[src/design/irc_pkg.sv]
package irc_pkg;

  // field widths
  localparam int CH_W      = 3;
  localparam int ADC_W     = 12;
  localparam int DT_W      = 16;
  localparam int TAU_W     = 20;
  localparam int THR_W     = 12;
  localparam int LEVEL_W   = 20;
  localparam int DIST_W    = 19;
  localparam int COEFF_W   = 64;
  localparam int GAIN_BITS = 16;

  // sensor and fixed-point format
  localparam int NUM_CHANNELS    = 5;
  localparam int ADC_BITS        = 12;
  localparam int LEVEL_FRAC_BITS = 8;

  // only the low ADC_BITS of a sample count, never more than the field
  localparam logic [ADC_W-1:0] ADC_MASK =
    (ADC_BITS >= ADC_W) ? {ADC_W{1'b1}} : ADC_W'((1 << ADC_BITS) - 1);
  localparam logic [LEVEL_W-1:0] LEVEL_MAX = {LEVEL_W{1'b1}};

  // 0.95 in Q0.16
  localparam logic [GAIN_BITS-1:0] DECAY_Q16 = 16'd62259;

  // distance clamp in um
  localparam int DIST_MIN = 30000;
  localparam int DIST_MAX = 400000;

  // register file
  localparam int CFG_IDX_W  = 3;
  localparam int COEFF_REGS = 5;
  localparam logic [COEFF_W-1:0] COEFF_RESET = 64'h4E20_0000_4786_8C00;
  localparam logic [TAU_W-1:0]   TAU_RESET   = 20'd20000;
  localparam logic [THR_W-1:0]   PRES_RESET  = 12'd40;
  localparam logic [THR_W-1:0]   SAT_RESET   = 12'd3500;

  localparam logic [CFG_IDX_W-1:0] CFG_TAU  = 3'd5;
  localparam logic [CFG_IDX_W-1:0] CFG_PRES = 3'd6;
  localparam logic [CFG_IDX_W-1:0] CFG_SAT  = 3'd7;

  // stream widths
  localparam int IN_DATA_W  = ((2 * ADC_W + DT_W + 7) / 8) * 8;
  localparam int IN_USER_W  = CH_W + 1;
  localparam int OUT_DATA_W = ((LEVEL_W + DIST_W + 2 + 7) / 8) * 8;
  localparam int OUT_USER_W = CH_W;

endpackage

[src/design/ir_range_sensor_conditioner_top.sv]
// requests are taken one at a time: a new request is accepted only once the last result
//   has gone to the output stage; a channel beyond the level store skips both units
// each result is set by the 16-step gain divide/multiply (skipped with full gain) and
//   the 19-step distance divide, one bit per cycle
// reset: synchronous active low; clears all channel levels, loads register defaults
//   and empties the output stage
module ir_range_sensor_conditioner_top #(
  parameter int NUM_CHANNELS = irc_pkg::NUM_CHANNELS
) (
  input  logic                              clk,
  input  logic                              rst_n,
  // input stream
  input  logic                              in_tvalid,
  output logic                              in_tready,
  input  logic [irc_pkg::IN_DATA_W-1:0]     in_tdata,   // sample_off, sample_on, dt_us
  input  logic [irc_pkg::IN_USER_W-1:0]     in_tuser,   // channel, channel_exists
  // result stream
  output logic                              out_tvalid,
  input  logic                              out_tready,
  output logic [irc_pkg::OUT_DATA_W-1:0]    out_tdata,  // filtered_level, distance_um,
                                                        // wall_present, saturated, zero pad
  output logic [irc_pkg::OUT_USER_W-1:0]    out_tuser,  // channel_out
  // configuration writes
  input  logic                              cfg_valid,
  output logic                              cfg_ready,
  input  logic [irc_pkg::CFG_IDX_W-1:0]     cfg_index,
  input  logic [irc_pkg::COEFF_W-1:0]       cfg_data
);

  localparam int CH_W  = irc_pkg::CH_W;
  localparam int LW    = irc_pkg::LEVEL_W;
  localparam int DW    = irc_pkg::DIST_W;
  localparam int ADC_W = irc_pkg::ADC_W;
  localparam int F     = irc_pkg::LEVEL_FRAC_BITS;
  localparam int ST_W  = (NUM_CHANNELS > 1) ? $clog2(NUM_CHANNELS) : 1;
  localparam int CMP_W = (irc_pkg::THR_W + F > LW) ? irc_pkg::THR_W + F : LW;

  typedef enum logic [1:0] {S_IDLE, S_LEVEL, S_DIST, S_DONE} state_t;

  state_t                        state_r;
  logic [CH_W-1:0]               ch_r;
  logic                          exists_r;
  logic [LW-1:0]                 res_level_r;
  logic [DW-1:0]                 res_dist_r;
  logic                          res_pres_r;
  logic                          res_sat_r;
  logic                          out_tvalid_r;
  logic [irc_pkg::OUT_DATA_W-1:0] out_data_r;
  logic [CH_W-1:0]               out_user_r;

  logic [LW-1:0]                 level_store_r [NUM_CHANNELS];
  logic [irc_pkg::COEFF_W-1:0]   coeff_r [irc_pkg::COEFF_REGS];
  logic [irc_pkg::TAU_W-1:0]     tau_r;
  logic [irc_pkg::THR_W-1:0]     pres_thr_r;
  logic [irc_pkg::THR_W-1:0]     sat_thr_r;

  logic [CH_W-1:0]               in_channel;
  logic                          in_exists;
  logic [ADC_W-1:0]              in_off, in_on;
  logic [irc_pkg::DT_W-1:0]      in_dt;
  logic                          in_accept;
  logic                          in_range;
  logic                          lvl_start, lvl_done;
  logic [LW-1:0]                 lvl_out;
  logic                          dist_start, dist_done;
  logic [DW-1:0]                 dist_out;
  logic [irc_pkg::COEFF_W-1:0]   coeff_sel;
  logic                          pres_hit, sat_hit;

  // unpack the input request
  always_comb begin
    in_channel = in_tuser[CH_W-1:0];
    in_exists  = in_tuser[CH_W];
    in_off     = in_tdata[ADC_W-1:0];
    in_on      = in_tdata[2*ADC_W-1:ADC_W];
    in_dt      = in_tdata[2*ADC_W +: irc_pkg::DT_W];
    in_accept  = in_tvalid && in_tready;
    in_range   = int'(in_channel) < NUM_CHANNELS;
    lvl_start  = in_accept && in_range;
    dist_start = (state_r == S_LEVEL) && lvl_done;
  end

  assign in_tready = (state_r == S_IDLE);
  assign cfg_ready = 1'b1;

  // coefficient pick; channels past the register file use the default
  assign coeff_sel = (int'(ch_r) < irc_pkg::COEFF_REGS) ? coeff_r[ch_r] : irc_pkg::COEFF_RESET;

  // level thresholds
  always_comb begin
    pres_hit = CMP_W'(lvl_out) > (CMP_W'(pres_thr_r) << F);
    sat_hit  = CMP_W'(lvl_out) > (CMP_W'(sat_thr_r) << F);
  end

  irc_level_unit u_level (
    .clk        (clk),
    .rst_n      (rst_n),
    .start      (lvl_start),
    .exists     (in_exists),
    .sample_off (in_off),
    .sample_on  (in_on),
    .dt_us      (in_dt),
    .tau        (tau_r),
    .level_in   (level_store_r[ST_W'(in_channel)]),
    .done       (lvl_done),
    .level_out  (lvl_out)
  );

  irc_dist_unit u_dist (
    .clk      (clk),
    .rst_n    (rst_n),
    .start    (dist_start),
    .level_in (lvl_out),
    .coeff    (coeff_sel),
    .done     (dist_done),
    .dist_out (dist_out)
  );

  // register file writes
  always_ff @(posedge clk) begin
    if (!rst_n) begin
      for (int i = 0; i < irc_pkg::COEFF_REGS; i++) begin
        coeff_r[i] <= irc_pkg::COEFF_RESET;
      end
      tau_r      <= irc_pkg::TAU_RESET;
      pres_thr_r <= irc_pkg::PRES_RESET;
      sat_thr_r  <= irc_pkg::SAT_RESET;
    end else if (cfg_valid && cfg_ready) begin
      unique case (cfg_index)
        irc_pkg::CFG_TAU:  tau_r      <= cfg_data[irc_pkg::TAU_W-1:0];
        irc_pkg::CFG_PRES: pres_thr_r <= cfg_data[irc_pkg::THR_W-1:0];
        irc_pkg::CFG_SAT:  sat_thr_r  <= cfg_data[irc_pkg::THR_W-1:0];
        default: begin
          if (int'(cfg_index) < irc_pkg::COEFF_REGS) begin
            coeff_r[cfg_index] <= cfg_data;
          end
        end
      endcase
    end
  end

  // per-channel filter levels
  always_ff @(posedge clk) begin
    if (!rst_n) begin
      for (int i = 0; i < NUM_CHANNELS; i++) begin
        level_store_r[i] <= '0;
      end
    end else if (dist_start) begin
      level_store_r[ST_W'(ch_r)] <= lvl_out;
    end
  end

  // request sequencing and output stage
  always_ff @(posedge clk) begin
    if (!rst_n) begin
      state_r      <= S_IDLE;
      out_tvalid_r <= 1'b0;
    end else begin
      // the result stage reloads the slot itself when it frees up
      if (out_tvalid_r && out_tready && state_r != S_DONE) begin
        out_tvalid_r <= 1'b0;
      end
      unique case (state_r)
        S_IDLE: begin
          if (in_accept) begin
            ch_r     <= in_channel;
            exists_r <= in_exists;
            if (in_range) begin
              state_r <= S_LEVEL;
            end else begin
              res_level_r <= '0;
              res_dist_r  <= DW'(irc_pkg::DIST_MAX);
              res_pres_r  <= 1'b0;
              res_sat_r   <= 1'b0;
              state_r     <= S_DONE;
            end
          end
        end
        S_LEVEL: begin
          if (lvl_done) begin
            res_level_r <= lvl_out;
            res_pres_r  <= exists_r && pres_hit;
            res_sat_r   <= sat_hit;
            state_r     <= S_DIST;
          end
        end
        S_DIST: begin
          if (dist_done) begin
            res_dist_r <= dist_out;
            state_r    <= S_DONE;
          end
        end
        S_DONE: begin
          if (!out_tvalid_r || out_tready) begin
            out_tvalid_r <= 1'b1;
            out_data_r   <= irc_pkg::OUT_DATA_W'({res_sat_r, res_pres_r, res_dist_r, res_level_r});
            out_user_r   <= ch_r;
            state_r      <= S_IDLE;
          end
        end
        default: state_r <= S_IDLE;
      endcase
    end
  end

  assign out_tvalid = out_tvalid_r;
  assign out_tdata  = out_data_r;
  assign out_tuser  = out_user_r;

endmodule

[src/design/irc_level_unit.sv]
module irc_level_unit (
  input  logic                              clk,
  input  logic                              rst_n,
  input  logic                              start,
  input  logic                              exists,
  input  logic [irc_pkg::ADC_W-1:0]         sample_off,
  input  logic [irc_pkg::ADC_W-1:0]         sample_on,
  input  logic [irc_pkg::DT_W-1:0]          dt_us,
  input  logic [irc_pkg::TAU_W-1:0]         tau,
  input  logic [irc_pkg::LEVEL_W-1:0]       level_in,
  output logic                              done,
  output logic [irc_pkg::LEVEL_W-1:0]       level_out
);

  localparam int LW = irc_pkg::LEVEL_W;
  localparam int GB = irc_pkg::GAIN_BITS;
  localparam int TW = irc_pkg::TAU_W;
  localparam int F  = irc_pkg::LEVEL_FRAC_BITS;
  localparam int AW = LW + GB + 2;
  localparam int CW = $clog2(GB);
  localparam int XW = (irc_pkg::ADC_W + F > LW) ? irc_pkg::ADC_W + F : LW;
  localparam int HALF = 1 << (GB - 1);

  typedef enum logic [1:0] {L_IDLE, L_RUN, L_FIN} state_t;

  state_t                 state_r;
  logic [CW-1:0]          cnt_r;
  logic signed [AW-1:0]   acc_r;
  logic signed [LW:0]     op_r;
  logic [LW-1:0]          base_r;
  logic                   rnd_r;
  logic                   div_r;
  logic [TW:0]            rem_r;
  logic [GB-1:0]          dec_sr_r;
  logic [LW-1:0]          level_r;
  logic                   done_r;

  logic [irc_pkg::ADC_W-1:0] on_m, off_m, amb_diff;
  logic [XW-1:0]          x_wide;
  logic [LW-1:0]          x_val;
  logic                   gain_one;
  logic [TW:0]            step_t;
  logic                   div_ge, bit_q;
  logic [TW:0]            rem_nxt;
  logic signed [AW-1:0]   acc_nxt;
  logic signed [AW-1:0]   sum_v, shifted;
  logic [LW-1:0]          level_nxt;

  // ambient subtraction and scaling into the level format
  always_comb begin
    on_m     = sample_on & irc_pkg::ADC_MASK;
    off_m    = sample_off & irc_pkg::ADC_MASK;
    amb_diff = (on_m > off_m) ? on_m - off_m : '0;
    x_wide   = XW'(amb_diff) << F;
    x_val    = (x_wide > XW'(irc_pkg::LEVEL_MAX)) ? irc_pkg::LEVEL_MAX : LW'(x_wide);
    gain_one = TW'(dt_us) >= tau;
  end

  // one gain bit per cycle: restoring divide of dt/tau, or the decay constant,
  // feeding an msb-first shift-add multiply
  always_comb begin
    step_t  = {rem_r[TW-1:0], 1'b0};
    div_ge  = step_t >= {1'b0, tau};
    bit_q   = div_r ? div_ge : dec_sr_r[GB-1];
    rem_nxt = (div_r && div_ge) ? step_t - {1'b0, tau} : step_t;
    acc_nxt = (acc_r <<< 1) + (bit_q ? AW'(op_r) : '0);
  end

  // rounding for fitted channels, rescale and add the base level (old level on a step update, else zero)
  always_comb begin
    sum_v     = acc_r + (rnd_r ? AW'(HALF) : '0);
    shifted   = sum_v >>> GB;
    level_nxt = LW'(shifted) + base_r;
  end

  // sequencer
  always_ff @(posedge clk) begin
    if (!rst_n) begin
      state_r <= L_IDLE;
      done_r  <= 1'b0;
    end else begin
      done_r <= (state_r == L_FIN);
      unique case (state_r)
        L_IDLE: begin
          if (start) begin
            rem_r    <= (TW+1)'(dt_us);
            dec_sr_r <= irc_pkg::DECAY_Q16;
            cnt_r    <= CW'(GB - 1);
            div_r    <= exists;
            rnd_r    <= exists;
            if (exists && gain_one) begin
              // level takes the sample outright
              acc_r   <= AW'(x_val) << GB;
              op_r    <= '0;
              base_r  <= '0;
              state_r <= L_FIN;
            end else if (exists) begin
              acc_r   <= '0;
              op_r    <= $signed({1'b0, x_val}) - $signed({1'b0, level_in});
              base_r  <= level_in;
              state_r <= L_RUN;
            end else begin
              acc_r   <= '0;
              op_r    <= $signed({1'b0, level_in});
              base_r  <= '0;
              state_r <= L_RUN;
            end
          end
        end
        L_RUN: begin
          acc_r    <= acc_nxt;
          rem_r    <= rem_nxt;
          dec_sr_r <= dec_sr_r << 1;
          cnt_r    <= cnt_r - 1'b1;
          if (cnt_r == '0) begin
            state_r <= L_FIN;
          end
        end
        L_FIN: begin
          level_r <= level_nxt;
          state_r <= L_IDLE;
        end
        default: state_r <= L_IDLE;
      endcase
    end
  end

  assign done      = done_r;
  assign level_out = level_r;

endmodule

[src/design/irc_dist_unit.sv]
module irc_dist_unit (
  input  logic                              clk,
  input  logic                              rst_n,
  input  logic                              start,
  input  logic [irc_pkg::LEVEL_W-1:0]       level_in,
  input  logic [irc_pkg::COEFF_W-1:0]       coeff,
  output logic                              done,
  output logic [irc_pkg::DIST_W-1:0]        dist_out
);

  localparam int F     = irc_pkg::LEVEL_FRAC_BITS;
  localparam int LW    = irc_pkg::LEVEL_W;
  localparam int DEN_W = ((LW > 15 + F) ? LW : 15 + F) + 1;
  localparam int DS_W  = DEN_W + 1;
  localparam int DIV_W = 32 + F;
  localparam int QB    = irc_pkg::DIST_W;
  localparam int CMP_W = DEN_W + QB;
  localparam int SUM_W = QB + 2;
  localparam int CW    = $clog2(QB);
  localparam int ONE   = 1 << F;

  typedef enum logic [1:0] {D_IDLE, D_CHK, D_RUN, D_FIN} state_t;

  state_t               state_r;
  logic [31:0]          a_r;
  logic signed [15:0]   c_r;
  logic [DEN_W-1:0]     denom_r;
  logic                 ovf_r;
  logic [DEN_W-1:0]     rem_r;
  logic [QB-1:0]        sr_r;
  logic [QB-1:0]        q_r;
  logic [CW-1:0]        cnt_r;
  logic [QB-1:0]        dist_r;
  logic                 done_r;

  logic signed [15:0]   coef_b;
  logic signed [DS_W-1:0] lvl_s, b_s, den_s;
  logic [DEN_W-1:0]     den_v;
  logic [DIV_W-1:0]     dvd;
  logic                 ovf_v;
  logic [DEN_W:0]       step_t;
  logic                 ge;
  logic [DEN_W-1:0]     rem_nxt;
  logic signed [SUM_W-1:0] sum_v;
  logic [QB-1:0]        dist_v;

  // denominator level - b, floored at one count
  always_comb begin
    coef_b = $signed(coeff[47:32]);
    lvl_s  = $signed(DS_W'(level_in));
    b_s    = DS_W'(coef_b);
    den_s  = lvl_s - (b_s <<< F);
    den_v  = (den_s < DS_W'(ONE)) ? DEN_W'(ONE) : DEN_W'(den_s);
  end

  // quotient that does not fit the 19-bit divider is caught up front
  always_comb begin
    dvd   = {a_r, {F{1'b0}}};
    ovf_v = CMP_W'(dvd) >= (CMP_W'(denom_r) << QB);
  end

  // restoring divide step, dividend bits shifted in msb first
  always_comb begin
    step_t  = {rem_r, sr_r[QB-1]};
    ge      = step_t >= {1'b0, denom_r};
    rem_nxt = ge ? DEN_W'(step_t - {1'b0, denom_r}) : DEN_W'(step_t);
  end

  // offset and clamp
  always_comb begin
    sum_v = $signed({2'b00, q_r}) + SUM_W'(c_r);
    if (ovf_r || sum_v > irc_pkg::DIST_MAX) begin
      dist_v = QB'(irc_pkg::DIST_MAX);
    end else if (sum_v < irc_pkg::DIST_MIN) begin
      dist_v = QB'(irc_pkg::DIST_MIN);
    end else begin
      dist_v = QB'(sum_v);
    end
  end

  // sequencer
  always_ff @(posedge clk) begin
    if (!rst_n) begin
      state_r <= D_IDLE;
      done_r  <= 1'b0;
    end else begin
      done_r <= (state_r == D_FIN);
      unique case (state_r)
        D_IDLE: begin
          if (start) begin
            a_r     <= coeff[31:0];
            c_r     <= $signed(coeff[63:48]);
            denom_r <= den_v;
            state_r <= D_CHK;
          end
        end
        D_CHK: begin
          ovf_r   <= ovf_v;
          rem_r   <= DEN_W'(dvd >> QB);
          sr_r    <= dvd[QB-1:0];
          q_r     <= '0;
          cnt_r   <= CW'(QB - 1);
          state_r <= D_RUN;
        end
        D_RUN: begin
          rem_r <= rem_nxt;
          sr_r  <= sr_r << 1;
          q_r   <= {q_r[QB-2:0], ge};
          cnt_r <= cnt_r - 1'b1;
          if (cnt_r == '0) begin
            state_r <= D_FIN;
          end
        end
        D_FIN: begin
          dist_r  <= dist_v;
          state_r <= D_IDLE;
        end
        default: state_r <= D_IDLE;
      endcase
    end
  end

  assign done     = done_r;
  assign dist_out = dist_r;

endmodule

[config.mk]
export PLATFORM = sky130hd
export DESIGN_NAME = ir_range_sensor_conditioner_top
export DESIGN_NICKNAME = d
export VERILOG_FILES = /design/src/design/irc_pkg.sv /design/src/design/ir_range_sensor_conditioner_top.sv /design/src/design/irc_level_unit.sv /design/src/design/irc_dist_unit.sv
export SDC_FILE = /design/constraint.sdc
export NUM_CORES = 2
export LEC_CHECK = 0
export ABC_AREA = 1
export BUFFER_PORTS_ARGS = -buffer_cell sky130_fd_sc_hd__buf_2
export CAP_MARGIN = 20
export CORE_AREA = 3 3 344 346
export CTS_CLUSTER_DIAMETER = 200
export CTS_CLUSTER_SIZE = 14
export DETAILED_ROUTE_END_ITERATION = 12
export DIE_AREA = 0 0 347 349
export PLACE_DENSITY = 0.69
export SLEW_MARGIN = 20
export SYNTH_ARGS = -nofsm -noshare
export SYNTH_HDL_FRONTEND = slang
export SYNTH_SLANG_ARGS = --single-unit
[constraint.sdc]
create_clock -name clk -period 12.03 [get_ports clk]
set_input_delay 3.609 -clock clk [delete_from_list [all_inputs] [get_ports clk]]
set_output_delay 3.609 -clock clk [all_outputs]
set_load 0.02 [all_outputs]
# [Word-level counts from Yosys, hierarchy flattened]
# Memory sizes are Yosys's and may differ from the RTL's. A register that Yosys moved wholly into a read port is not among the register bits.
# Index checks and enable logic that the tools add are counted.
[word_totals] register_bits=439 ramBits=420 out_inout_bits=54 memories=2
[op_classes] n_addsub=11 n_lt_le_gt_ge=14 eq_ne=21 mux=69 n_bitwise=1 reduce_logical=42
[mem_list] name="coeff_r" depth=5 width=64 rd=1 rd_clocked_by_memory_dff=1 write_ports=5 line_no="ir_range_sensor_conditioner_top.sv:52" text="logic [irc_pkg::COEFF_W-1:0] coeff_r [irc_pkg::COEFF_REGS];"
[mem_list] name="level_store_r" depth=5 width=20 rd=1 rd_clocked_by_memory_dff=0 write_ports=5 line_no="ir_range_sensor_conditioner_top.sv:51" text="logic [LW-1:0] level_store_r [NUM_CHANNELS];"
[op_table] cell="$mux W20" n=8
[op_table] cell="$pmux W19 S2" n=3
[op_table] cell="$mux W36" n=3
[op_table] cell="$pmux W20 S2" n=2
[op_table] cell="$mux W19" n=4
[op_table] cell="$pmux W36 S2" n=1
[op_table] cell="$mux W64" n=1
[op_table] cell="$reduce_or A64 Y1" n=1
[op_table] cell="$mux W48" n=1
[op_table] cell="$pmux W24 S2" n=1
[op_table] cell="$ge A40 B43 Y1" n=1
[op_table] cell="$gt A20 B20 Y1" n=2
[op_table] cell="$add A36 B16 Y36" n=1
[op_table] cell="$add A36 B36 Y36" n=1
[op_table] cell="$mux W16" n=2
[op_table] cell="$pmux W16 S2" n=1
[op_table] cell="$ge A25 B24 Y1" n=1
[op_table] cell="$lt A25 B10 Y1 const B" n=1
[op_table] cell="$sub A21 B24 Y25" n=1
[op_table] cell="$mux W24" n=1
[op_table] cell="$sub A24 B24 Y24" n=1
[op_table] cell="$add A20 B16 Y21" n=1
[op_table] cell="$ge A21 B20 Y1" n=1
[op_table] cell="$gt A21 B20 Y1 const B" n=1
[op_table] cell="41 further kinds" n=117

# [Logic depth before layout (Yosys ltp)]
[logic_depth] ltp_word=8 mapped_depth=30

# [Hierarchy]
# Synthesis repeated with hierarchy kept, for this count alone.
[hier_totals] cells_unflattened=6021 hier_area_um2=56480.4
[modules_own_cells] module="ir_range_sensor_conditioner_top" instances=1 cells_per_inst=3202 area_each_um2=34099.0 seq_area_each_um2=23852.9
[modules_own_cells] module="irc_level_unit" instances=1 cells_per_inst=1588 area_each_um2=12214.2 seq_area_each_um2=4204.0
[modules_own_cells] module="irc_dist_unit" instances=1 cells_per_inst=1231 area_each_um2=10167.3 seq_area_each_um2=4594.4

# [Worst setup path before layout]
# OpenSTA, ideal clock, no wires.
[synth_timing] path_type="input to register" from="input port in_tuser[0] (netlist bit)" to="register u_level.state_r[1]" setup_ns=0.089 arrival_time_ns=10.510 required_time_ns=11.941 slack_ns=1.432 stages=9 cell_sequence="inv_1 > clkbuf_1 > clkbuf_1 > o211ai_1 > nor2_1 > nor2_1 > nor3_1 > o21ai_0 > nor2_1"
[synth_via] elab_chain_len=4
[synth_lines] element="start, declared" line_no="ir_range_sensor_conditioner_top.sv:16" text="input logic [irc_pkg::IN_USER_W-1:0] in_tuser,"
[synth_lines] element="$lt A3 B3 Y1" line_no="ir_range_sensor_conditioner_top.sv:78" text="in_range = int'(in_channel) < NUM_CHANNELS;"
[synth_lines] element="$logic_and A1 B1 Y1" line_no="ir_range_sensor_conditioner_top.sv:79" text="lvl_start = in_accept && in_range;"
[synth_lines] element="$ne A2 B2 Y1 (no line)"
[synth_lines] element="$reduce_and A2 Y1 (no line)"
[synth_lines] element="end signal, assigned" line_no="irc_level_unit.sv:79" text="state_r <= L_IDLE;"
[synth_lines] element="end signal, assigned" line_no="irc_level_unit.sv:96" text="state_r <= L_FIN;"
[synth_lines] element="end signal, assigned" line_no="irc_level_unit.sv:101" text="state_r <= L_RUN;"
[synth_lines] element="end, declared" line_no="irc_level_unit.sv:26" text="state_t state_r;"
# No other way between the ends.
# A chain may end at the register's enable or synchronous reset.

# [Worst setup path after layout]
[layout_timing] from="input port in_tuser[0] (netlist bit)" to="register u_level.op_r[19] (data pin)"
[layout_via] elab_chain_len=3
[layout_lines] element="$mem_v2 Z5 W20 *"
[layout_lines] element="$sub A20 B20 Y21" line_no="irc_level_unit.sv:99" text="op_r <= $signed({1'b0, x_val}) - $signed({1'b0, level_in});"
[layout_lines] element="$mux W20 *" line_no="irc_level_unit.sv:97" text="end else if (exists) begin"
[layout_lines] element="end signal, assigned" line_no="irc_level_unit.sv:99"
[layout_lines] element="end signal, assigned" line_no="irc_level_unit.sv:104" text="op_r <= $signed({1'b0, level_in});"
[layout_lines] element="end, declared" line_no="irc_level_unit.sv:29" text="logic signed [LW:0] op_r;"
# Every way passes the cells marked *; elsewhere a longest branch is shown, timed or not.

==> results.txt <==
- Vias in the first global route: 39400
- The number of setup buffers added after CTS is 0.
- Among the stages of the critical path, the cell type that occurs most often is sky130_fd_sc_hd__nand2_1.
- Setup slack of the most critical reg-to-reg path: 6.68 ns
* Area inside the core boundary: 116000 um2
* Share of post-route cells with drive strength above 1: 0.0688
* Util after Layout: 0.526
- On the final layout, the worst clock skew is 0.0552 ns.
- Number of standard cells in the layout, taps in and fillers out: 7527
* CTS tree: built
* Unrepaired setup endpoints after global routing: false
- Count of hold buffers inserted by post-cts repair: 0
- Library cell with the largest summed area after synthesis: sky130_fd_sc_hd__edfxtp_1
* Iteration-0 DRC count of the detailed router: 4191
* CP required: 12.45 ns
- First-pass iteration count of the detailed router: 6
- In this run the remaining antenna-violating nets after routing total 0.
- Reg clk slew, reported paths: 0.08 ns
- Of the post-synthesis cell area, the dominant cell type holds 0.571.
- Synthesis produced 5676 cells.
* Library cell used as clock root buffer: sky130_fd_sc_hd__clkbuf_16
- After routing, the total negative slack on setup checks comes to 0 ns.
- The final layout contains routed wiring with a total length of 148000 um.
- Number of vias after detailed routing: 41400
* Number of library cell types mapped by synthesis: 56
- Measured slew at the worst slew-check pin: 1.13 ns
- End point of the worst hold path: out_tdata[22]
- CP endpoint kind: flip-flop
- Hold Path Class: flip-flop to flip-flop
* Cells taking the most area after synthesis: sky130_fd_sc_hd__edfxtp_1 57%, sky130_fd_sc_hd__nor2_1 7.0%, sky130_fd_sc_hd__nand2_1 6.4%
- Global-route usage over all layers: 0.241
- The setup path with the least slack is of type primary input to flip-flop.
* CTS sink cnt: 1106
- Walking the worst path, the cells encountered are buf_2 -> buf_4 -> inv_2 -> buf_4 -> o21ai_0 -> o22ai_1 -> nand2_1 -> o211ai_1 -> inv_1 -> ha_1 -> nand2_1 -> nor3_1 -> and2_1 -> a221oi_1 -> nand2_1 -> o21ai_0 -> nand2_1.
- Largest delay contributor family on the critical path: buffers and inverters
* Hold Crit Depth: 0
- For the worst flop-to-flop path, the logic depth is 20.
* Die width: 347 um
- Detailed placement finished with a half-perimeter wire length of 100000 um.
* Mapped Area: 55300 um2
- Among all stages on the critical path, the largest delay is contributed by sky130_fd_sc_hd__buf_4.
* Data arrival time of the worst path: 7.32 ns
- Average vias per placed instance: 5.50
- Number of placed cells counting well taps: 7381
* DRC violations left: 0
* Number of gates given a new drive strength after cts: 0
- Routed wirelength normalized by instance count: 19.7 um
- Clock Latency Late Sink: 0.70 ns
- Count of pins over their slew limit: 0
- Buf+Inv Stages, Crit Path: 5
- The worst setup path is launched from a primary input.
- The floorplan step set the die height to 349 um.
- Ratio of total power to cell area: 164 nW/um2
- The flow ran to the end, and the final reports show no timing, DRC or antenna violations.
- Relative to the synthesized area, the layout overhead comes to 10.2%.
- Min Clock Period, post-route: 6.90 ns
- Fmax: 0.145 GHz
- The endpoint identified for the worst register-to-register timing path is u_dist.denom_r[23].
- Worst rel slew slack: 0.248
- No sink is reached through more buffers than the 3 on the longest clock path.
- Entering global routing, the biggest net connects 170 pins.
- By instance count, the leading cell after synthesis is sky130_fd_sc_hd__edfxtp_1.
- The clock tree synthesis step divided the H-tree into 3 levels.
- After floorplanning, the core was divided into 125 placement rows.
- The synthesized design contains 1050 enable-type register cells.
* Average cell area after synthesis: 9.74 um2
* Worst-path fanout max: 84
* Final setup violation count: 0
* Overflow left after global routing: 0
- The tool flagged a number of max-cap violations equal to 0.
* LEAKAGE: 24.8 nW
- During synthesis, Yosys emitted a total of 0 warnings.
* Clock buffers created by TritonCTS: 88
- Number of antenna violations at the first check in global routing: 14
- Critical hold path startpoint: res_dist_r[2]
- Hold Fails Final Rpt: 0
- Sequential element share of the synthesized area: 0.591
* Global placement routability congestion: 0.918
- Largest stage delay, worst path: 0.52 ns
* Largest vdd supply drop: 0.000127 V
- Counting flops with an async set or reset pin after synthesis yields a share of 0.
* Count of boundary I/O pins: 170
- IO Port Bufs: 161
- Of the available clock period, the critical path in the final layout requires 0.573.
* Initial cell density of the core: 0.477
- The first global-routing pass estimated 228000 um of wire.
- Commonest cells in the netlist: 1050 x sky130_fd_sc_hd__edfxtp_1, 1034 x sky130_fd_sc_hd__nor2_1, 944 x sky130_fd_sc_hd__nand2_1
- Number of flip-flops and latches in the synthesized netlist: 1106
- Full die area: 121000 um2
- For this run, the leading register cell type out of synthesis is sky130_fd_sc_hd__edfxtp_1.
- The net count of the finished layout is 6298.
[power by group]
group / leakage (nW) / switching [W] / internal (W)
clock: 1.21 / 0.00137 / 0.00138
sequential: 10.4 / 0.000135 / 0.00463
combinational: 13.1 / 0.00176 / 0.000733
total: 24.8 / 0.00327 / 0.00674
[per-layer routing]
layer  share of wire  GRT usage  wire, um
met1            0.45      0.357     66400
met4           0.024     0.0656      3490
met2            0.44      0.372     64900
met5         0.00041          0        61
met3           0.090     0.0365     13400
[cells in the final DEF (no fill, tap or decap), types with 52 or more instances in the layout]
cell and instances:
sky130_fd_sc_hd__buf_2 161, sky130_fd_sc_hd__ha_1 226, sky130_fd_sc_hd__a21oi_1 342, sky130_fd_sc_hd__nor2_1 1031
sky130_fd_sc_hd__clkbuf_16 89, sky130_fd_sc_hd__o21ai_0 469, sky130_fd_sc_hd__o22ai_1 65, sky130_fd_sc_hd__dfxtp_1 54
sky130_fd_sc_hd__edfxtp_1 1050, sky130_fd_sc_hd__buf_4 52, sky130_fd_sc_hd__nand2_1 935, sky130_fd_sc_hd__xor2_1 56
sky130_fd_sc_hd__o211ai_1 72, sky130_fd_sc_hd__conb_1 200, sky130_fd_sc_hd__inv_1 564, sky130_fd_sc_hd__nand3_1 124
[stage by stage]
stage	setup slack, ns	total power, W	area [um2]	hold WS (ns)
6_report	5.13	0.0100	60900	0.413
5_1_grt	4.75	0.0105	60900	0.423
2_1_floorplan	1.43	0.00653	56000	0.400
4_1_cts	5.27	0.0100	60800	0.411
3_5_place_dp	4.55	0.00730	58300	0.405
3_3_place_gp	4.56	0.00725	58300	0.401
[kinds of logic after synthesis]
kind of cell,synth area share
flops,0.591
buf+inv,0.0569
xor+xnor,0.0153
compound gates,0.116
simple gates,0.167
other cells,0.000136
fa+ha+maj,0.0539
[how the worst max path moves through the flow]
stage	startpoint	to	slack (ns)	cells after the start
after floorplan	in_tuser[0]	u_level.state_r[1]	1.43	9
after global placement	in_tuser[0]	u_level.op_r[19]	4.56	16
after detailed placement	in_tuser[0]	u_level.op_r[19]	4.55	17
after CTS	in_tuser[0]	u_level.op_r[19]	5.27	17
after global routing	in_tuser[0]	u_level.op_r[17]	4.75	16
final	in_tuser[0]	u_level.op_r[19]	5.13	17
[state kept, by name (all words and copies together) (netlist names), 21 cells and up, named ones only]
register	flops
u_dist.rem_r	24
u_level.acc_r	36
level_store_r	160
u_dist.a_r	32
coeff_r	512
u_dist.denom_r	24
out_tdata	41
u_level.op_r	21
[layout make-up]
type	instances	area (um2)
inverters	580	2190
clock buffers	135	2400
fillers	10400	54900
diodes	4	10.0
flip-flops and latches	1106	32700
multi-input cells	3956	20300
clock inverters	6	149
well taps	1524	1910
repair buffers	216	1240
No activity file was read; power rests on OpenSTA's default activity.
